==> config.mk <==
export PLATFORM = sky130hd
export DESIGN_NAME = emrf_lanes
export DESIGN_NICKNAME = d
export VERILOG_FILES = /design/src/rtl/emrf_pkg.sv /design/src/rtl/emrf_lanes.sv
export SDC_FILE = /design/constraint.sdc
export NUM_CORES = 1
export LEC_CHECK = 0
export BUFFER_PORTS_ARGS = -buffer_cell sky130_fd_sc_hd__buf_2
export CAP_MARGIN = 25
export CORE_ASPECT_RATIO = 0.6
export CORE_MARGIN = 3
export CORE_UTILIZATION = 30
export DETAILED_ROUTE_END_ITERATION = 8
export GPL_TIMING_DRIVEN = 0
export PLACE_DENSITY = 0.63
export SYNTH_ARGS = -nofsm -noshare
export SYNTH_HDL_FRONTEND = slang
export SYNTH_SLANG_ARGS = --single-unit
==> constraint.sdc <==
create_clock -name vclk -period 1.7
set_input_delay 0 -clock vclk [all_inputs]
set_output_delay 0 -clock vclk [all_outputs]
set_load 0.02 [all_outputs]
==> src/rtl/emrf_pkg.sv <==
// emrf_pkg: constants, codes and types for the ethernet mac register file
// depends on nothing; imported by ethernet_mac_register_file, emrf_lanes and the bench
`default_nettype none

package emrf_pkg;

  localparam int unsigned WINDOW_BYTES = 8192;
  localparam int unsigned WORD_COUNT   = WINDOW_BYTES / 4;
  localparam int unsigned ADDR_W       = $clog2(WORD_COUNT);
  localparam int unsigned OFF_W        = 14;

  typedef logic [ADDR_W-1:0] word_idx_t;
  typedef logic [OFF_W-1:0]  offset_t;

  typedef enum logic {
    ACT_READ  = 1'b0,
    ACT_WRITE = 1'b1
  } action_e;

  typedef enum logic [1:0] {
    SIZE_BYTE = 2'd0,
    SIZE_HALF = 2'd1,
    SIZE_WORD = 2'd2,
    SIZE_WIDE = 2'd3
  } size_e;

  localparam offset_t OFF_INT_STATUS  = 14'h00B0;
  localparam offset_t OFF_RXTX_STATUS = 14'h00B8;
  localparam offset_t OFF_VERSION     = 14'h0110;
  localparam offset_t OFF_DEBUG       = 14'h0114;
  localparam offset_t OFF_FEAT0       = 14'h011C;
  localparam offset_t OFF_FEAT1       = 14'h0120;
  localparam offset_t OFF_FEAT2       = 14'h0124;
  localparam offset_t OFF_FEAT3       = 14'h0128;
  localparam offset_t OFF_MDIO_ADDR   = 14'h0200;
  localparam offset_t OFF_MDIO_DATA   = 14'h0204;
  localparam offset_t OFF_MTL_STATUS  = 14'h0C20;
  localparam offset_t OFF_DMA_MODE    = 14'h1000;
  localparam offset_t OFF_DMA_STATUS  = 14'h1008;
  localparam offset_t OFF_DMA_DEBUG   = 14'h100C;

  localparam logic [31:0] VERSION_VALUE = 32'h0000_0051;
  localparam logic [31:0] MDIO_BUSY     = 32'h0000_0001;
  localparam logic [31:0] PHY_EVENT     = 32'h0000_0008;
  localparam logic [31:0] SOFT_RESET    = 32'h0000_0001;
  localparam logic [31:0] MDIO_DATA_KEEP = 32'hFFFF_0000;
  localparam logic [31:0] MDIO_DATA_FILL = 32'h0000_FFFF;

  function automatic word_idx_t word_idx(offset_t off);
    return off[2 +: ADDR_W];
  endfunction

endpackage

`default_nettype wire

==> src/rtl/emrf_lanes.sv <==
// emrf_lanes: byte-lane extract for reads and merge for writes
// depends on emrf_pkg
`default_nettype none

module emrf_lanes (
  input  wire logic               [31:0] word_i,
  input  wire logic               [1:0]  pos_i,
  input  wire emrf_pkg::size_e           size_i,
  input  wire logic               [31:0] wdata_i,
  output logic                    [31:0] rdata_o,
  output logic                    [31:0] merged_o
);
  import emrf_pkg::*;

  logic [31:0] lane_mask;
  logic [31:0] wr_mask;
  logic [4:0]  shamt;

  assign shamt = {pos_i, 3'b000};

  always_comb begin
    unique case (size_i)
      SIZE_BYTE: lane_mask = 32'h0000_00FF;
      SIZE_HALF: lane_mask = 32'h0000_FFFF;
      default:   lane_mask = 32'hFFFF_FFFF;
    endcase
  end

  // a word or wide access replaces the whole word, lanes below the position become zero
  assign wr_mask  = (size_i == SIZE_BYTE || size_i == SIZE_HALF) ? (lane_mask << shamt)
                                                                 : 32'hFFFF_FFFF;
  assign rdata_o  = (word_i >> shamt) & lane_mask;
  assign merged_o = (word_i & ~wr_mask) | ((wdata_i << shamt) & wr_mask);

endmodule

`default_nettype wire

# After elaboration in Yosys (flattened, before gate mapping)
# Cells that the tools add are included.
# totals
ff_bits,0
input_bits,68
output_inout_bits,64
# op_classes
n_eq_ne,1
shift,3
mux,2
bitwise_logic,5
reduce_logical,2
# ops
operator,count
$and A32 B32 Y32,3
$pmux W32 S2,1
$shl A32 B5 Y32,2
$mux W32,1
$not A32 Y32,1
$or A32 B32 Y32,1
$shr A32 B5 Y32,1
$eq A2 B1 Y1 const B,1
$logic_not A2 Y1,1
$logic_or A1 B1 Y1,1

# Longest topological paths before layout
# Gate-level depths: netlist (run 1).
# depth
depth_word,7
depth_mapped,6

# Worst setup path before layout (run 1)
# No wires, ideal clock.
# synth_path
kind,in2out
from,input port pos_i[0]
to,output port rdata_o[1]
arrival_time_ns,1.085
required_time_ns,1.700
path_slack_ns,0.615
stages,6
n_path_buf,4
path_cell_list,buf_6 buf_6 buf_4 buf_4 mux2i_1 a21oi_1
# synth_between
elab_chain_len,2
# synth_lines
element,line_no,source
start: declaration,emrf_lanes.sv:7,"input wire logic [1:0] pos_i,"
$shr A32 B5 Y32,emrf_lanes.sv:32,assign rdata_o = (word_i >> shamt) & lane_mask;
$and A32 B32 Y32,emrf_lanes.sv:32,
end: declaration,emrf_lanes.sv:10,"output logic [31:0] rdata_o,"
# No other way between the ends.

# Worst setup path in the final report (run 1)
# layout_path
from,input port pos_i[1]
to,output port merged_o[8]
# layout_between
elab_chain_len,5
word_cells_on_any_way,7
cone_classes,2 x shift; 1 x mux; 4 x bitwise
# layout_lines
element,line_no,source
$shl A32 B5 Y32,emrf_lanes.sv:30,assign wr_mask = (size_i == SIZE_BYTE || size_i == SIZE_HALF) ? (lane_mask << shamt)
$mux W32,emrf_lanes.sv:30,
$not A32 Y32,emrf_lanes.sv:33,assign merged_o = (word_i & ~wr_mask) | ((wdata_i << shamt) & wr_mask);
$and A32 B32 Y32,emrf_lanes.sv:33,
$or A32 B32 Y32 (*),emrf_lanes.sv:33,
end: declaration,emrf_lanes.sv:11,output logic [31:0] merged_o
# Every way passes the cells marked *; elsewhere a longest branch is shown, timed or not.

==> results.txt, run 1 <==
Critical Path Fanout Max -> 10
Clkbuf count -> 0
Initial DRC Count -> 124
First-pass GRT wire length -> 11.3 mm
Post-CTS Resized -> 0
Outcome -> complete, no violations
Layout fillers -> 497
Flip-flop and latch count -> 0
Die area -> 5860 um^2
Most frequent cells in the layout -> 137 x buf_2, 31 x mux2_2, 19 x nor2_1
Worst hold start -> wdata_i[2]
Worst EP required -> 1.70 ns
Mapped Cells -> 182
Yosys cell types -> 25
Vias in the first global route -> 2115
Routability Congestion -> 0.856
Register area -> 0 um^2
Post-DR vias/cell -> 5.52
TritonRoute pass-1 iters -> 4
Initial Utilization -> 31.7%
Hold Path Stages -> 4
Clock share of power -> 0%
Die height -> 60.5 um
Max-cap violations -> 0
Worst Setup Start Kind -> input port
Final WL -> 7.55 mm
Core area -> 4680 um^2
Leak Pwr -> 1.16 nW
DRC viols -> 0
Share of the synthesized area in the top cell type -> 23.5%
Final setup fails -> 0
Slew Limit Fails -> 0
Power per cell area -> 365 nW/um^2
RSZ-0062 raised after global routing -> no
Diode count -> 0
Nets -> 383
Wire per inst -> 20.1 um
CP Data Arrival Time -> 1.57 ns
CP startpoint -> pos_i[1]
Synth-to-Final Area Change -> 49.4%
Combinational share of power -> 100.0%
Class of the worst hold path -> input port to output pin
Top cell type by total area after synthesis -> mux2_2
Final Hold Vio Count -> 0
Synth warnings -> 0
Via count -> 2076
Final Hold Slack -> 0.374 ns
Register area share after synthesis -> 0%
Overflow after GRT -> 0
IO buf count -> 131
Most common cell after layout, fill and taps aside -> buf_2
Switching power total -> 474 uW
Worst rel slew slack -> 47.5%
Initial antenna violation count -> 0
Multi-input logic area -> 1380 um^2
Peak VDD IR -> 153 uV
Fin crit share -> 92.5%
Worst-margin pin slew -> 0.785 ns
Ports -> 132
Layout cells sized above 1 -> 59.7%
Highest Clock Rate -> 636 MHz
Kind of critical path -> input port to output pin
Min Clock Period, post-route -> 1.57 ns
Area contributors post-synth -> mux2_2 23%, mux4_2 12%, mux2i_1 11%, nor2_1 4.8%, a22o_1 4.7%
Min-Delay Endpoint -> merged_o[2]
Int Pwr -> 337 uW
Post-CTS setup buffer count -> 0
Synthesized area per cell -> 8.17 um^2
Mapped Area -> 1490 um^2
Detail Route Antenna Nets -> 0
Switching portion of total power -> 58.5%
Total GRT Usage -> 24.5%
Die width -> 96.9 um
Site row count -> 19
Sum Neg Setup Slack -> 0 ns
Worst Setup End Kind -> output pin
Hold buffers post-CTS -> 0
Final HPWL DP -> 5.73 mm
Syn nets -> 250
Seq pwr share -> 0%
Pin count of the biggest net entering global routing -> 11
## synthesized netlist by cell type, types with 8 or more instances
cell type and instances:
nand2b_1 8, mux4_2 8, mux2_2 31, o2bb2ai_1 8
mux2i_1 17, o21ai_0 8, and3_1 8, a211oi_1 8
nor2_1 19, a22o_1 8, nand2_1 10, nor2b_1 9
a21oi_1 8
## critical path, cell delays in order
cell and delay (ns):
buf_2 0.13, buf_4 0.19, buf_2 0.22, nor2_1 0.60, a22o_1 0.26, buf_2 0.16
## how the worst max path moves through the flow
stage / to / slack (ns) / cells past startpoint
3_5_place_dp: merged_o[8] / 0.12 / 6
6_report: merged_o[8] / 0.13 / 6
3_3_place_gp: merged_o[8] / 0.09 / 6
4_1_cts: merged_o[8] / 0.11 / 6
5_1_grt: merged_o[8] / 0.04 / 6
2_1_floorplan: rdata_o[1] / 0.62 / 6
## cell families (layout without fill, tap and decap cells)
| kind of cell | after synthesis | in the layout | synth area share (%) |
|---|---|---|---|
| buf+inv | 18 | 149 | 7.32 |
| mux | 56 | 56 | 47.1 |
| simple gates | 58 | 58 | 20.5 |
| compound gates | 50 | 50 | 25.2 |
## routing by layer
layer	GRT usage, %	wire (um)
met2	41.6	3260
met3	3.33	765
met5	0	0
met4	3.20	70
met1	34.7	3450
## metrics by stage
step                utilization (%)  instance area (um^2)  std cells  setup WS, ns  power [mW]
detailed placement             47.4                  2220        376         0.121       0.805
CTS                            47.4                  2220        376         0.115       0.809
global placement               47.4                  2220        376        0.0889       0.804
finish                         47.4                  2220        376         0.127       0.810
floorplan                         -                  1490        182         0.615       0.496
global route                   47.4                  2220        376        0.0384       0.868
## layout make-up
class,count,area share [%]
Buffer,17,4.73
Inverter,1,0.169
Multi-Input combinational cell,164,62.0
Tap cell,63,3.55
Timing Repair Buffer,131,29.5
## power by group through the flow
stage | clock network (mW) | logic (mW) | registers (mW)
after CTS | 0 | 0.809 | 0
after global placement | 0 | 0.804 | 0
after global routing | 0 | 0.868 | 0
after floorplan | 0 | 0.496 | 0
after detailed placement | 0 | 0.805 | 0
final | 0 | 0.810 | 0
No activity file was read; power rests on OpenSTA's default activity.
==> run 2: changes to the inputs <==
--- a/config.mk
+++ b/config.mk
@@ -5,14 +5,14 @@
 export SDC_FILE = /design/constraint.sdc
 export NUM_CORES = 1
 export LEC_CHECK = 0
+export ABC_CLOCK_PERIOD_IN_PS = 1700
 export BUFFER_PORTS_ARGS = -buffer_cell sky130_fd_sc_hd__buf_2
 export CAP_MARGIN = 25
 export CORE_ASPECT_RATIO = 0.6
 export CORE_MARGIN = 3
-export CORE_UTILIZATION = 30
+export CORE_UTILIZATION = 43
 export DETAILED_ROUTE_END_ITERATION = 8
-export GPL_TIMING_DRIVEN = 0
-export PLACE_DENSITY = 0.63
+export PLACE_DENSITY = 0.87
 export SYNTH_ARGS = -nofsm -noshare
 export SYNTH_HDL_FRONTEND = slang
 export SYNTH_SLANG_ARGS = --single-unit
==> run 2 against run 1 <==
  * Combinational power is 4.2% lower
  * Die area is 28% lower
  * Clock-buffer cell count stayed put
  * Worst setup slack better by 0.13 ns
  * Worst hold slack hardly changed
  * Core utilization is 23 points higher
==> results.txt, run 2 (synthesis gave the netlist of run 1 again) <==
Outcome -> complete, no violations
Final HPWL DP -> 4.50 mm
DRC viols -> 0
Pin count of the biggest net entering global routing -> 36
Peak VDD IR -> 236 uV
GRT busiest layer -> met2
IO buf count -> 132
Ports -> 132
Most common cell on crit path -> buf_2
Register area -> 0 um^2
Synth-to-Final Area Change -> 45.8%
Worst hold start -> word_i[2]
Max-cap violations -> 0
Multi-input logic area -> 1380 um^2
Worst path max stage delay -> 0.48 ns
Diode count -> 0
Crit path cell chain -> buf_2 -> and3b_1 -> nor3_4 -> mux2_2 -> buf_2
Class of the worst hold path -> input port to output pin
Worst Setup End Kind -> output pin
Hold buffers post-CTS -> 0
Kind of critical path -> input port to output pin
Worst Setup Start Kind -> input port
Nets -> 375
Critical Path Fanout Max -> 9
Routability Congestion -> 0.907
Via count -> 1996
Min-Delay Endpoint -> merged_o[2]
Final setup fails -> 0
Inst Count DP -> 347
Slew Limit Fails -> 0
Vias in the first global route -> 1762
Core area -> 3080 um^2
Layout cells sized above 1 -> 60.0%
Layout fillers -> 267
Die area -> 4220 um^2
Finished Layout Cells -> 347
Most frequent cells in the layout -> 132 x buf_2, 31 x mux2_2, 19 x nor2_1
Highest Clock Rate -> 693 MHz
Power per cell area -> 358 nW/um^2
Dpl ws -> 0.275 ns
Overall power -> 776 uW
Post-CTS setup buffer count -> 0
Final WL -> 5.75 mm
Initial Utilization -> 48.3%
Leak Pwr -> 1.14 nW
Most common cell after layout, fill and taps aside -> buf_2
Worst-margin pin slew -> 0.722 ns
RSZ-0062 raised after global routing -> no
Sum Neg Setup Slack -> 0 ns
Slowest stage cell on the critical path -> nor3_4
Final Hold Slack -> 0.373 ns
Min Clock Period, post-route -> 1.44 ns
Met2 Usage GRT -> 43.8%
Wire per inst -> 16.6 um
Initial DRC Count -> 95
Hold Path Stages -> 4
Post-DR vias/cell -> 5.75
CP Data Arrival Time -> 1.44 ns
Total GRT Usage -> 25.2%
Routing usage on met3 -> 2.77%
Worst rel slew slack -> 51.7%
GR Util met1 -> 35.3%
Die width -> 81.9 um
Overflow after GRT -> 0
Post-CTS Resized -> 0
Clkbuf count -> 0
Fin crit share -> 84.9%
Final worst slack -> 0.257 ns
Worst EP required -> 1.70 ns
TritonRoute pass-1 iters -> 5
Site row count -> 15
Initial antenna violation count -> 0
First-pass GRT wire length -> 8.49 mm
Die height -> 51.5 um
Detail Route Antenna Nets -> 0
Final Hold Vio Count -> 0
Flip-flop and latch count -> 0
-- run 2: changes by cell type in the layout (fill, tap and decap cells not counted) --
cell and delta:
buf_12 +1, buf_2 -5, buf_4 +2, buf_6 -2, clkbuf_1 -4
-- run 2: routing by layer --
layer | up-vias | routed length, um
li1 | 948 | -
met2 | 121 | 2690
met3 | 0 | 700
met4 | 0 | 0
met5 | - | 0
met1 | 927 | 2360
-- run 2: report_power, final --
part	total, mW	switching [mW]	internal [mW]
clock network	0	0	0
registers	0	0	0
logic	0.776	0.442	0.334
total	0.776	0.442	0.334
-- run 2: worst max path at each step --
stage                         endpoint  cells after the start       from
after floorplan             rdata_o[1]                      6   pos_i[0]
after global placement    merged_o[17]                      5   pos_i[1]
after detailed placement  merged_o[17]                      5   pos_i[1]
after CTS                 merged_o[17]                      5   pos_i[1]
after global routing       merged_o[8]                      5  size_i[1]
final                     merged_o[17]                      5   pos_i[1]
-- run 2: final cells by class --
cell class / count / area share [%]
timing repair buffer: 140 / 33.8
multi-input combinational: 164 / 63.6
inverter: 1 / 0.173
tap: 42 / 2.42
-- run 2: critical path: cells and delay by family --
| kind | cells | cell delay, ns |
|---|---|---|
| AND/OR/NAND/NOR | 2 | 0.71 |
| multiplexers | 1 | 0.41 |
| buffers and inverters | 2 | 0.33 |
-- run 2: stage by stage --
step	util, %	instance area [um^2]
after global routing	70.4	2170
after CTS	70.4	2170
final	70.4	2170
after detailed placement	70.4	2170
after global placement	70.4	2170
after floorplan	-	1490
